==> src/hw/rtl/clod_sqrt_cell.sv <==
// ----------------------------------------------------------------------------
// clod_sqrt_cell
// One step of the integer square root: settles one bit of the root.
// ----------------------------------------------------------------------------
module clod_sqrt_cell #(
    parameter int SW = 52
) (
    input  logic              i_clk,
    input  logic              i_rst_n,
    input  logic              i_valid,
    input  logic [SW/2+1:0]   i_rem,
    input  logic [SW/2-1:0]   i_root,
    input  logic [SW-1:0]     i_rad,
    output logic              o_valid,
    output logic [SW/2+1:0]   o_rem,
    output logic [SW/2-1:0]   o_root,
    output logic [SW-1:0]     o_rad
);
    localparam int RW = SW / 2;

    logic [RW+3:0] w_rem;
    logic [RW+3:0] w_trial;
    logic [RW+1:0] n_rem;
    logic [RW-1:0] n_root;

    always_comb begin
        w_rem   = {i_rem, i_rad[SW-1 -: 2]};
        w_trial = (RW+4)'({i_root, 2'b01});
        if (w_rem >= w_trial) begin
            n_rem  = (RW+2)'(w_rem - w_trial);
            n_root = {i_root[RW-2:0], 1'b1};
        end else begin
            n_rem  = w_rem[RW+1:0];
            n_root = {i_root[RW-2:0], 1'b0};
        end
    end

    always_ff @(posedge i_clk) begin
        if (!i_rst_n) begin
            o_valid <= 1'b0;
        end else begin
            o_valid <= i_valid;
        end
        o_rem  <= n_rem;
        o_root <= n_root;
        o_rad  <= {i_rad[SW-3:0], 2'b00};
    end

endmodule

==> config.mk <==
export PLATFORM = sky130hd
export DESIGN_NAME = clod_sqrt_cell
export DESIGN_NICKNAME = d
export VERILOG_FILES = /design/src/hw/rtl/clod_sqrt_cell.sv
export SDC_FILE = /design/constraint.sdc
export NUM_CORES = 1
export LEC_CHECK = 0
export BUFFER_PORTS_ARGS = -buffer_cell sky130_fd_sc_hd__buf_2
export CAP_MARGIN = 10
export CORE_ASPECT_RATIO = 2
export CORE_MARGIN = 5
export CORE_UTILIZATION = 45
export DETAILED_ROUTE_END_ITERATION = 10
export GPL_TIMING_DRIVEN = 0
export PLACE_DENSITY = 0.8
export RECOVER_POWER = 50
export SETUP_SLACK_MARGIN = 0.5
export SYNTH_ARGS = -nofsm -noshare
export SYNTH_HDL_FRONTEND = slang
export SYNTH_SLANG_ARGS = --single-unit
==> constraint.sdc <==
create_clock -name i_clk -period 2.85 [get_ports i_clk]
set_clock_uncertainty 0.05 [all_clocks]
set_input_delay 0.1425 -clock i_clk [delete_from_list [all_inputs] [get_ports i_clk]]
set_output_delay 0.1425 -clock i_clk [all_outputs]
set_load 0.03 [all_outputs]
==> run_summary.xml, run 1 <==
<?xml version="1.0" encoding="UTF-8"?>
<metrics>
  <group name="outcome">
    <metric name="run_status" unit="">complete, no violations</metric>
  </group>
  <group name="final_layout">
    <metric name="seq_area" unit="mm^2">0.00210</metric>
    <metric name="design.final.nets" unit="">837</metric>
    <metric name="final_cell_count_no_fill" unit="">807</metric>
    <metric name="area.growth.synth_to_final" unit="%">69.6</metric>
    <metric name="multi_input_area" unit="mm^2">0.00192</metric>
    <metric name="antenna-diode-count" unit="">0</metric>
    <metric name="fill_cells" unit="">564</metric>
    <metric name="share_of_final_layout_standard_cells_stronger_than_drive_strength_1" unit="%">38.9</metric>
  </group>
  <group name="pwr">
    <metric name="power_switching" unit="mW">1.36</metric>
    <metric name="clkPwrFrac" unit="%">29.8</metric>
    <metric name="power.density_cell_area" unit="mW/mm^2">605</metric>
    <metric name="logic_gate_share_of_total_power" unit="%">30.3</metric>
    <metric name="leakage" unit="nW">3.25</metric>
    <metric name="power.switching_fraction" unit="%">32.9</metric>
    <metric name="power.ir.vdd_worst" unit="uV">400</metric>
    <metric name="total_internal_power" unit="mW">2.78</metric>
    <metric name="part_of_the_power_in_registers" unit="%">40.0</metric>
    <metric name="p_total" unit="mW">4.14</metric>
  </group>
  <group name="timing">
    <metric name="rsz0062_at_grt" unit="">true</metric>
    <metric name="slew_viol_final" unit="">0</metric>
    <metric name="timing_hold_violations_final" unit="">0</metric>
    <metric name="max_freq" unit="GHz">0.403</metric>
    <metric name="final-setup-viol-count" unit="">0</metric>
    <metric name="share_of_the_cycle_needed_by_the_critical_path_after_routing" unit="%">87.1</metric>
    <metric name="timing.final.ws_setup" unit="ps">367</metric>
    <metric name="finalCriticalPeriod" unit="ps">2480</metric>
    <metric name="fin_tns_setup" unit="ps">0</metric>
  </group>
  <group name="setup_path">
    <metric name="setup.worst_path.end_class" unit="">register</metric>
    <metric name="critical-path-max-stage-delay" unit="ps">310</metric>
    <metric name="crit_slowest_cell" unit="">sky130_fd_sc_hd__a221oi_4</metric>
    <metric name="worst-setup-path-type" unit="">input port to register</metric>
    <metric name="path_cells" unit="">clkbuf_1, inv_12, ha_4, nand4_1, clkinv_2, a221oi_4, buf_4, o221ai_1, a21oi_1, o21a_1, o21ai_0, xor2_1, mux2_4</metric>
    <metric name="timing.critical_path.from_type" unit="">input port</metric>
    <metric name="critical_path_buf_inv_count" unit="">4</metric>
    <metric name="cp_data_arrival_time" unit="ps">2670</metric>
    <metric name="cp_data_required_time" unit="ps">3040</metric>
    <metric name="critical-path-top-delay-family" unit="">compound AO/OA/AOI/OAI gates</metric>
    <metric name="worstPathMaxFanout" unit="">5</metric>
  </group>
  <group name="floorplanning">
    <metric name="floorplan.core_area" unit="mm^2">0.00889</metric>
    <metric name="start_util" unit="%">45.4</metric>
    <metric name="top_level_ports" unit="">216</metric>
    <metric name="floorplan.rows" unit="">49</metric>
    <metric name="dieHeight" unit="um">144</metric>
    <metric name="die-area" unit="mm^2">0.0111</metric>
    <metric name="chipWidth" unit="um">77.0</metric>
  </group>
  <group name="synth">
    <metric name="synth_area" unit="mm^2">0.00404</metric>
    <metric name="post_synth_num_cell_types" unit="">48</metric>
    <metric name="count_of_flip_flops_with_a_built_in_enable_after_synthesis" unit="">0</metric>
    <metric name="avgSynthCellArea" unit="um^2">11.2</metric>
    <metric name="synthMuxAreaShare" unit="%">8.03</metric>
    <metric name="synthDominantAreaCellType" unit="">sky130_fd_sc_hd__dfxtp_1</metric>
    <metric name="synth_simple_gate_area_share" unit="%">6.66</metric>
    <metric name="netlist_top_cells_count" unit="">sky130_fd_sc_hd__dfxtp_1 (105), sky130_fd_sc_hd__inv_1 (38), sky130_fd_sc_hd__ha_1 (28)</metric>
    <metric name="synthDominantCellAreaShare" unit="%">52.1</metric>
    <metric name="synth_compound_gate_area_share" unit="%">13.4</metric>
    <metric name="ys_top_cells_by_area" unit="">sky130_fd_sc_hd__dfxtp_1 (52%), sky130_fd_sc_hd__ha_1 (8.7%), sky130_fd_sc_hd__mux2_2 (5.3%), sky130_fd_sc_hd__xnor2_1 (3.9%), sky130_fd_sc_hd__inv_1 (3.5%)</metric>
    <metric name="yosysMostFrequentCell" unit="">sky130_fd_sc_hd__dfxtp_1</metric>
    <metric name="synth_seq_area_share" unit="%">52.1</metric>
    <metric name="postSynth.asyncResetShare" unit="%">0</metric>
    <metric name="synth_xor_area_share" unit="%">5.64</metric>
    <metric name="synth-seq-cells" unit="">105</metric>
    <metric name="yosys_warnings" unit="">0</metric>
    <metric name="synthCells" unit="">362</metric>
    <metric name="synth_flop_cell" unit="">sky130_fd_sc_hd__dfxtp_1</metric>
    <metric name="post_synth_fa_ha_maj_area_fraction" unit="%">8.68</metric>
    <metric name="dominant_combinational_cell_family_by_area_after_synthesis" unit="">compound AO/OA/AOI/OAI gates</metric>
  </group>
  <group name="grt">
    <metric name="grt_max_degree" unit="">20</metric>
    <metric name="grt_pass1_vias" unit="">4234</metric>
    <metric name="grt_overflow" unit="">0</metric>
    <metric name="grt_first_pass_wirelength" unit="mm">22.2</metric>
    <metric name="number_of_antenna_violations_at_the_first_check_in_global_routing" unit="">0</metric>
    <metric name="grt_util_all_layers" unit="%">25.5</metric>
  </group>
  <group name="clocking">
    <metric name="cts_tree" unit="">yes</metric>
    <metric name="h-tree-depth" unit="">3</metric>
    <metric name="tritoncts_num_sinks" unit="">105</metric>
    <metric name="cts_inserted_buffers" unit="">9</metric>
    <metric name="worst_setup_hold_path_clk_slew" unit="ps">70</metric>
    <metric name="cts.path.max_buffers" unit="">2</metric>
    <metric name="clk_root_buffer_cell" unit="">sky130_fd_sc_hd__clkbuf_16</metric>
  </group>
  <group name="detailed_routing">
    <metric name="dr.first_iter.drc_count" unit="">165</metric>
    <metric name="detail_route.drc_violations" unit="">0</metric>
    <metric name="wire_per_inst" unit="um">18.5</metric>
    <metric name="route.vias.total" unit="">4021</metric>
    <metric name="drtAntennaViolNets" unit="">0</metric>
    <metric name="routed_wirelength" unit="mm">14.9</metric>
    <metric name="drt_pass1_iterations" unit="">4</metric>
    <metric name="routed_via_density" unit="">4.98</metric>
  </group>
  <group name="placement">
    <metric name="place_worst_setup_slack" unit="ps">-85.9</metric>
    <metric name="globalplace.congestion" unit="">0.889</metric>
    <metric name="place_inst" unit="">678</metric>
    <metric name="dp_hpwl" unit="mm">9.48</metric>
    <metric name="io_buffer_count" unit="">213</metric>
  </group>
  <group name="run">
    <metric name="max-cap-violations" unit="">0</metric>
  </group>
  <group name="hold_path">
    <metric name="timing.hold.worst.class" unit="">input port to register</metric>
  </group>
</metrics>
state kept, by name, indices dropped and copies added (netlist names):
register / count
o_rad: 50
o_valid: 1
o_rem: 28
o_root: 26
power by group through the flow:
stage | clock (mW) | sequential (mW) | combinational, mW
3_3_place_gp | 0 | 1.68 | 1.04
6_report | 1.23 | 1.66 | 1.26
2_1_floorplan | 0 | 1.99 | 0.421
3_5_place_dp | 0 | 1.68 | 1.06
5_1_grt | 1.31 | 1.67 | 1.33
4_1_cts | 1.23 | 1.65 | 1.19
final cells by class:
cell class | instances | share of cell area [%]
repair buffers | 326 | 31.1
flip-flops and latches | 105 | 30.7
multi-input cells | 209 | 28.0
clock buffers | 10 | 3.49
inverters | 39 | 2.49
well taps | 102 | 1.86
plain buffers | 10 | 1.46
clock inverters | 6 | 0.895
through the flow:
step           cell area (um^2)  utilization [%]  hold slack [ps]
6_report                   6850             77.0             1.42
3_5_place_dp               5350             60.2              196
3_3_place_gp               5350             60.2              195
5_1_grt                    6850             77.0             10.0
2_1_floorplan              4160                -              120
4_1_cts                    6700             75.4             1.15
kinds of logic (layout without fill, tap and decap cells):
group           Yosys count  after routing
mux                      27             27
buf+inv                  49            391
other cells               1              2
xor+xnor                 26             26
simple gates             48             48
flops                   105            105
compound gates           78             78
fa+ha+maj                28             28
routing by layer:
layer  routed length, um  vias to the layer above  global-route usage [%]
met5                   0                        -                       0
met1                5060                     1852                    25.4
met2                8290                      219                    49.8
met3                1190                       31                    6.84
li1                    -                     1919                       -
met4                 380                        0                    8.97
path summary, 6_finish.rpt:
path / startpoint / end / slack (ps) / depth (start not counted)
max: i_root[1] / o_rem[24] / 370 / 13
min: i_rem[5] / o_rem[7] / 1 / 2
what timing repair did:
| item | CTS | global route |
|---|---|---|
| setup buffers | 8 | 10 |
| cloned | 0 | 1 |
| pin swaps | 3 | 9 |
| setup endpoints to repair | 27 | 28 |
| resized for setup | 10 | 33 |
| hold buffers | 93 | 1 |
| endpoints found under the hold margin | 92 | 1 |
layout by cell type (no fill, tap or decap), drive strengths merged, types with 3 or more instances in the layout:
cell / Yosys / layout
a21oi: 29 / 29
nor2b: 3 / 3
clkbuf: 5 / 62
inv: 38 / 40
mux2: 25 / 25
nor2: 8 / 8
nand2: 13 / 13
clkinv: 1 / 4
ha: 28 / 28
dfxtp: 105 / 105
buf: 5 / 190
a211oi: 3 / 3
o21ai: 15 / 15
nand3: 4 / 4
xor2: 8 / 8
dlygate4sd3: 0 / 94
nand2b: 3 / 3
nand4: 7 / 7
a21o: 15 / 15
xnor2: 18 / 18
No activity file was read; power rests on OpenSTA's default activity.
==> inputs of run 2 (changes only) <==
--- a/config.mk
+++ b/config.mk
@@ -12,9 +12,8 @@
 export CORE_UTILIZATION = 45
 export DETAILED_ROUTE_END_ITERATION = 10
 export GPL_TIMING_DRIVEN = 0
-export PLACE_DENSITY = 0.8
+export PLACE_DENSITY_LB_ADDON = 0.05
 export RECOVER_POWER = 50
-export SETUP_SLACK_MARGIN = 0.5
 export SYNTH_ARGS = -nofsm -noshare
 export SYNTH_HDL_FRONTEND = slang
 export SYNTH_SLANG_ARGS = --single-unit
==> run_summary.xml, run 2 (synthesis results as in run 1) <==
<?xml version="1.0" encoding="UTF-8"?>
<metrics>
  <group name="grt">
    <metric name="grt_overflow" unit="">0</metric>
    <metric name="grt_pass1_vias" unit="">4044</metric>
    <metric name="grt_util_all_layers" unit="%">21.9</metric>
    <metric name="number_of_antenna_violations_at_the_first_check_in_global_routing" unit="">0</metric>
    <metric name="grt_max_degree" unit="">20</metric>
    <metric name="grt_first_pass_wirelength" unit="mm">19.2</metric>
  </group>
  <group name="floorplanning">
    <metric name="die-area" unit="mm^2">0.0111</metric>
    <metric name="top_level_ports" unit="">216</metric>
    <metric name="chipWidth" unit="um">77.0</metric>
    <metric name="floorplan.core_area" unit="mm^2">0.00889</metric>
    <metric name="floorplan.rows" unit="">49</metric>
    <metric name="start_util" unit="%">45.4</metric>
    <metric name="dieHeight" unit="um">144</metric>
  </group>
  <group name="setup_path">
    <metric name="critical-path-max-stage-delay" unit="ps">550</metric>
    <metric name="crit_slowest_cell" unit="">sky130_fd_sc_hd__dlygate4sd3_1</metric>
    <metric name="setup.worst_path.end_class" unit="">register</metric>
    <metric name="cp-startpoint" unit="">i_rem[16]</metric>
    <metric name="path_cells" unit="">dlygate4sd3_1, buf_2, ha_1, a21o_1, a21o_1, a21oi_2, o21ai_2, a21oi_4, a21oi_4, nor4_4, buf_6, buf_12, mux2_2</metric>
    <metric name="worst-setup-path-type" unit="">input port to register</metric>
    <metric name="cp-endpoint" unit="">o_rem[6]</metric>
    <metric name="critical-path-top-delay-family" unit="">buffers and inverters</metric>
    <metric name="timing.critical_path.from_type" unit="">input port</metric>
    <metric name="worstPathMaxFanout" unit="">7</metric>
    <metric name="cp_data_required_time" unit="ps">3030</metric>
    <metric name="cp_data_arrival_time" unit="ps">2950</metric>
    <metric name="critical_path_buf_inv_count" unit="">4</metric>
    <metric name="worstSetupPathDepth" unit="">13</metric>
  </group>
  <group name="detailed_routing">
    <metric name="dr.first_iter.drc_count" unit="">94</metric>
    <metric name="detail_route.drc_violations" unit="">0</metric>
    <metric name="wire_per_inst" unit="um">15.8</metric>
    <metric name="drtAntennaViolNets" unit="">0</metric>
    <metric name="routed_wirelength" unit="mm">12.7</metric>
    <metric name="drt_pass1_iterations" unit="">4</metric>
    <metric name="route.vias.total" unit="">3827</metric>
    <metric name="routed_via_density" unit="">4.79</metric>
  </group>
  <group name="run">
    <metric name="max-cap-violations" unit="">0</metric>
  </group>
  <group name="final_layout">
    <metric name="register_bank_with_the_most_flops" unit="">o_rad</metric>
    <metric name="fill_cells" unit="">669</metric>
    <metric name="layout_top_registers" unit="">o_rad (50), o_rem (28), o_root (26)</metric>
    <metric name="area.growth.synth_to_final" unit="%">64.8</metric>
    <metric name="mostFrequentLayoutCell" unit="">sky130_fd_sc_hd__buf_2</metric>
    <metric name="layout.core_utilization" unit="%">74.9</metric>
    <metric name="flip_flop_count_of_the_largest_register_after_layout" unit="">50</metric>
    <metric name="share_of_final_layout_standard_cells_stronger_than_drive_strength_1" unit="%">35.2</metric>
    <metric name="antenna-diode-count" unit="">0</metric>
    <metric name="design.final.nets" unit="">829</metric>
    <metric name="layout.cells.most_common_list" unit="">sky130_fd_sc_hd__buf_2 (172), sky130_fd_sc_hd__dfxtp_1 (105), sky130_fd_sc_hd__dlygate4sd3_1 (102)</metric>
  </group>
  <group name="placement">
    <metric name="io_buffer_count" unit="">213</metric>
    <metric name="dp_hpwl" unit="mm">8.52</metric>
    <metric name="globalplace.congestion" unit="">0.837</metric>
  </group>
  <group name="pwr">
    <metric name="leakage" unit="nW">3.21</metric>
    <metric name="power.ir.vdd_worst" unit="uV">467</metric>
    <metric name="power.density_cell_area" unit="mW/mm^2">601</metric>
    <metric name="p_total" unit="mW">4.00</metric>
  </group>
  <group name="clocking">
    <metric name="tritoncts_num_sinks" unit="">105</metric>
    <metric name="cts_tree" unit="">yes</metric>
    <metric name="cts.path.max_buffers" unit="">2</metric>
    <metric name="cts_inserted_buffers" unit="">9</metric>
    <metric name="h-tree-depth" unit="">3</metric>
    <metric name="clk_root_buffer_cell" unit="">sky130_fd_sc_hd__clkbuf_16</metric>
    <metric name="worst_setup_hold_path_clk_slew" unit="ps">70</metric>
  </group>
  <group name="hold_path">
    <metric name="timing.hold.worst.class" unit="">input port to register</metric>
  </group>
  <group name="timing">
    <metric name="max_freq" unit="GHz">0.361</metric>
    <metric name="final-setup-viol-count" unit="">0</metric>
    <metric name="share_of_the_cycle_needed_by_the_critical_path_after_routing" unit="%">97.3</metric>
    <metric name="timing_hold_violations_final" unit="">0</metric>
    <metric name="finalCriticalPeriod" unit="ps">2770</metric>
    <metric name="slew_viol_final" unit="">0</metric>
  </group>
  <group name="outcome">
    <metric name="run_status" unit="">complete, no violations</metric>
  </group>
</metrics>
==> run 2: repair_timing <==
| action | in CTS | in global routing |
|---|---|---|
| hold buffers | 103 | 1 |
| resized for setup | 0 | 24 |
| buffers inserted | 0 | 5 |
| endpoints found under the hold margin | 102 | 1 |
| endpoints found under the setup margin | 0 | 27 |
==> run 2: layer usage <==
metal / global-route usage (%) / part of all wire (%)
met1: 19.7 / 33
met2: 42.9 / 57
met3: 7.40 / 6.4
met4: 9.87 / 3.2
met5: 0 / 0
==> run 2: worst min path at each step <==
stage,start,endpoint,slack (ps),depth (start not counted)
floorplan,i_rad[8],o_rad[10],120,0
global placement,i_rad[25],o_rad[27],190,1
detailed placement,i_rad[13],o_rad[15],200,1
CTS,i_rem[8],o_rem[10],3,3
global route,i_rem[8],o_rem[10],40,3
finish,i_rem[8],o_rem[10],40,3
==> run 2: cell type report <==
class | instances | area, um^2 | share of cell area (%)
well taps | 102 | 128 | 1.92
clock buffers | 10 | 229 | 3.44
repair buffers | 319 | 2100 | 31.6
inverters | 39 | 146 | 2.20
clock inverters | 6 | 62.6 | 0.940
multi-input cells | 209 | 1810 | 27.3
plain buffers | 9 | 72.6 | 1.09
flip-flops and latches | 105 | 2100 | 31.6
==> run 2: power breakdown <==
part	internal (mW)	switching [mW]	total [mW]
logic	0.489	0.679	1.17
clock network	0.614	0.569	1.18
registers	1.61	0.0347	1.65
==> run 2: through the flow <==
stage               std cells  area, um^2  setup TNS [ps]  hold slack (ps)  worst slack, ps
global placement          678        5240           -1250              195             -107
global route              799        6660            -449             37.4            -43.3
floorplan                 363        4040               0              120              301
detailed placement        678        5240           -2080              197             -154
CTS                       797        6560               0             2.74             13.7
finish                    799        6660               0             39.1             76.4
==> inputs of run 3 (changes only) <==
--- a/config.mk
+++ b/config.mk
@@ -10,8 +10,10 @@
 export CORE_ASPECT_RATIO = 2
 export CORE_MARGIN = 5
 export CORE_UTILIZATION = 45
+export CTS_BUF_LIST = sky130_fd_sc_hd__clkbuf_8
 export DETAILED_ROUTE_END_ITERATION = 10
 export GPL_TIMING_DRIVEN = 0
+export HOLD_SLACK_MARGIN = 0.15
 export PLACE_DENSITY_LB_ADDON = 0.05
 export RECOVER_POWER = 50
 export SYNTH_ARGS = -nofsm -noshare
==> run_summary.xml, run 3 (synthesis results as in run 1) <==
<?xml version="1.0" encoding="UTF-8"?>
<metrics>
  <group name="placement">
    <metric name="place_worst_setup_slack" unit="ps">-154</metric>
    <metric name="place_inst" unit="">678</metric>
    <metric name="dpl-instance-area" unit="mm^2">0.00524</metric>
    <metric name="dp_hpwl" unit="mm">8.52</metric>
    <metric name="globalplace.congestion" unit="">0.837</metric>
    <metric name="io_buffer_count" unit="">213</metric>
  </group>
  <group name="clocking">
    <metric name="cts.path.max_buffers" unit="">2</metric>
    <metric name="h-tree-depth" unit="">3</metric>
    <metric name="post_cts_hold_buffer_count" unit="">103</metric>
    <metric name="cts_tree" unit="">yes</metric>
    <metric name="tritoncts_num_sinks" unit="">105</metric>
    <metric name="clk_root_buffer_cell" unit="">sky130_fd_sc_hd__clkbuf_8</metric>
    <metric name="cts_inserted_buffers" unit="">9</metric>
    <metric name="worst_setup_hold_path_clk_slew" unit="ps">100</metric>
  </group>
  <group name="final_layout">
    <metric name="area.growth.synth_to_final" unit="%">60.9</metric>
    <metric name="final_cell_count_no_fill" unit="">798</metric>
    <metric name="design_area" unit="mm^2">0.00649</metric>
    <metric name="antenna-diode-count" unit="">0</metric>
    <metric name="mostFrequentLayoutCell" unit="">sky130_fd_sc_hd__buf_2</metric>
    <metric name="share_of_final_layout_standard_cells_stronger_than_drive_strength_1" unit="%">35.3</metric>
    <metric name="register_bank_with_the_most_flops" unit="">o_rad</metric>
    <metric name="design.final.nets" unit="">828</metric>
    <metric name="fill_cells" unit="">688</metric>
    <metric name="layout.cells.most_common_list" unit="">sky130_fd_sc_hd__buf_2 (175), sky130_fd_sc_hd__dfxtp_1 (105), sky130_fd_sc_hd__dlygate4sd3_1 (103)</metric>
    <metric name="flip_flop_count_of_the_largest_register_after_layout" unit="">50</metric>
    <metric name="layout_top_registers" unit="">o_rad (50), o_rem (28), o_root (26)</metric>
  </group>
  <group name="timing">
    <metric name="timing.final.ws_setup" unit="ps">90.8</metric>
    <metric name="slew_viol_final" unit="">0</metric>
    <metric name="final-setup-viol-count" unit="">0</metric>
    <metric name="finalCriticalPeriod" unit="ps">2760</metric>
    <metric name="fin_tns_setup" unit="ps">0</metric>
    <metric name="share_of_the_cycle_needed_by_the_critical_path_after_routing" unit="%">96.8</metric>
    <metric name="final_hold_slack" unit="ps">-18.4</metric>
    <metric name="timing_hold_violations_final" unit="">1</metric>
    <metric name="max_freq" unit="GHz">0.362</metric>
  </group>
  <group name="pwr">
    <metric name="p_total" unit="mW">3.67</metric>
    <metric name="leakage" unit="nW">3.16</metric>
    <metric name="power.density_cell_area" unit="mW/mm^2">566</metric>
    <metric name="power.ir.vdd_worst" unit="uV">440</metric>
  </group>
  <group name="outcome">
    <metric name="run_status" unit="">finished, violations left</metric>
    <metric name="failed_checks" unit="">negative hold slack</metric>
  </group>
  <group name="run">
    <metric name="max-cap-violations" unit="">0</metric>
  </group>
  <group name="detailed_routing">
    <metric name="routed_via_density" unit="">4.74</metric>
    <metric name="drt_pass1_iterations" unit="">4</metric>
    <metric name="wire_per_inst" unit="um">15.6</metric>
    <metric name="drtAntennaViolNets" unit="">0</metric>
    <metric name="routed_wirelength" unit="mm">12.5</metric>
    <metric name="detail_route.drc_violations" unit="">0</metric>
    <metric name="route.vias.total" unit="">3784</metric>
    <metric name="dr.first_iter.drc_count" unit="">70</metric>
  </group>
  <group name="floorplanning">
    <metric name="dieHeight" unit="um">144</metric>
    <metric name="floorplan.rows" unit="">49</metric>
    <metric name="chipWidth" unit="um">77.0</metric>
    <metric name="floorplan.core_area" unit="mm^2">0.00889</metric>
    <metric name="die-area" unit="mm^2">0.0111</metric>
    <metric name="start_util" unit="%">45.4</metric>
    <metric name="top_level_ports" unit="">216</metric>
  </group>
  <group name="setup_path">
    <metric name="cp_data_required_time" unit="ps">3050</metric>
    <metric name="setup.worst_path.end_class" unit="">register</metric>
    <metric name="worstPathMaxFanout" unit="">10</metric>
    <metric name="cp_data_arrival_time" unit="ps">2960</metric>
    <metric name="timing.critical_path.from_type" unit="">input port</metric>
    <metric name="cp-endpoint" unit="">o_rem[21]</metric>
    <metric name="worst-setup-path-type" unit="">input port to register</metric>
    <metric name="cp-startpoint" unit="">i_rem[2]</metric>
  </group>
  <group name="grt">
    <metric name="grt_overflow" unit="">0</metric>
    <metric name="grt_pass1_vias" unit="">4002</metric>
    <metric name="grt_first_pass_wirelength" unit="mm">19.3</metric>
    <metric name="grt_max_degree" unit="">20</metric>
    <metric name="number_of_antenna_violations_at_the_first_check_in_global_routing" unit="">0</metric>
    <metric name="grt_util_all_layers" unit="%">21.8</metric>
  </group>
  <group name="hold_path">
    <metric name="timing.hold.worst.class" unit="">input port to register</metric>
  </group>
</metrics>
-- run 3: timing repair --
| item | in CTS | in global routing |
|---|---|---|
| setup endpoints to repair | 0 | 28 |
| gates resized for setup | 0 | 14 |
| setup buffers | 0 | 5 |
| endpoints found under the hold margin | 104 | 2 |
-- run 3: routing by layer --
layer	vias up	global-route usage (%)	routed length (um)
met3	34	6.40	797
met5	-	0	0
met2	159	42.5	7060
li1	1890	-	-
met4	0	10.1	469
met1	1701	20.2	4150
-- run 3: final cells by class --
class / count / area [um^2] / area share, %
flip-flops and latches: 105 / 2100 / 32.4
repair buffers: 318 / 2090 / 32.2
multi-input cells: 209 / 1770 / 27.3
inverters: 39 / 146 / 2.25
well taps: 102 / 128 / 1.96
clock buffers: 9 / 124 / 1.91
plain buffers: 9 / 68.8 / 1.06
clock inverters: 7 / 66.3 / 1.02
-- run 3: through the flow --
| step | utilization [%] | hold WS (ps) |
|---|---|---|
| 6_report | 73.1 | -18.4 |
| 5_1_grt | 73.1 | -35.6 |
| 4_1_cts | 72.6 | -40.0 |
| 3_5_place_dp | 58.9 | 197 |
| 3_3_place_gp | 58.9 | 195 |
| 2_1_floorplan | - | 120 |
-- run 3: how the worst min path moves through the flow --
stage               startpoint   endpoint  slack, ps  cells after the start
finish               i_rad[50]   o_rem[0]        -20                      2
global route         i_rad[50]   o_rem[0]        -40                      2
CTS                  i_rad[50]   o_rem[0]        -40                      2
detailed placement   i_rad[13]  o_rad[15]        200                      1
global placement     i_rad[25]  o_rad[27]        190                      1
floorplan             i_rad[8]  o_rad[10]        120                      0
-- run 3: critical path, stage by stage --
cell	delay [ps]
sky130_fd_sc_hd__buf_2	110
sky130_fd_sc_hd__ha_1	390
sky130_fd_sc_hd__a21oi_4	200
sky130_fd_sc_hd__o21bai_2	90
sky130_fd_sc_hd__a221oi_2	470
sky130_fd_sc_hd__o22a_4	240
sky130_fd_sc_hd__o21ai_4	90
sky130_fd_sc_hd__a21oi_4	210
sky130_fd_sc_hd__a21oi_4	90
sky130_fd_sc_hd__nor4_4	310
sky130_fd_sc_hd__buf_6	170
sky130_fd_sc_hd__buf_12	140
sky130_fd_sc_hd__mux2_4	300
-- run 3: where the power goes --
| group | leakage, nW | switching, mW | internal [mW] |
|---|---|---|---|
| sequential | 0.886 | 0.0344 | 1.61 |
| combinational | 2.17 | 0.670 | 0.481 |
| clock | 0.0999 | 0.538 | 0.336 |
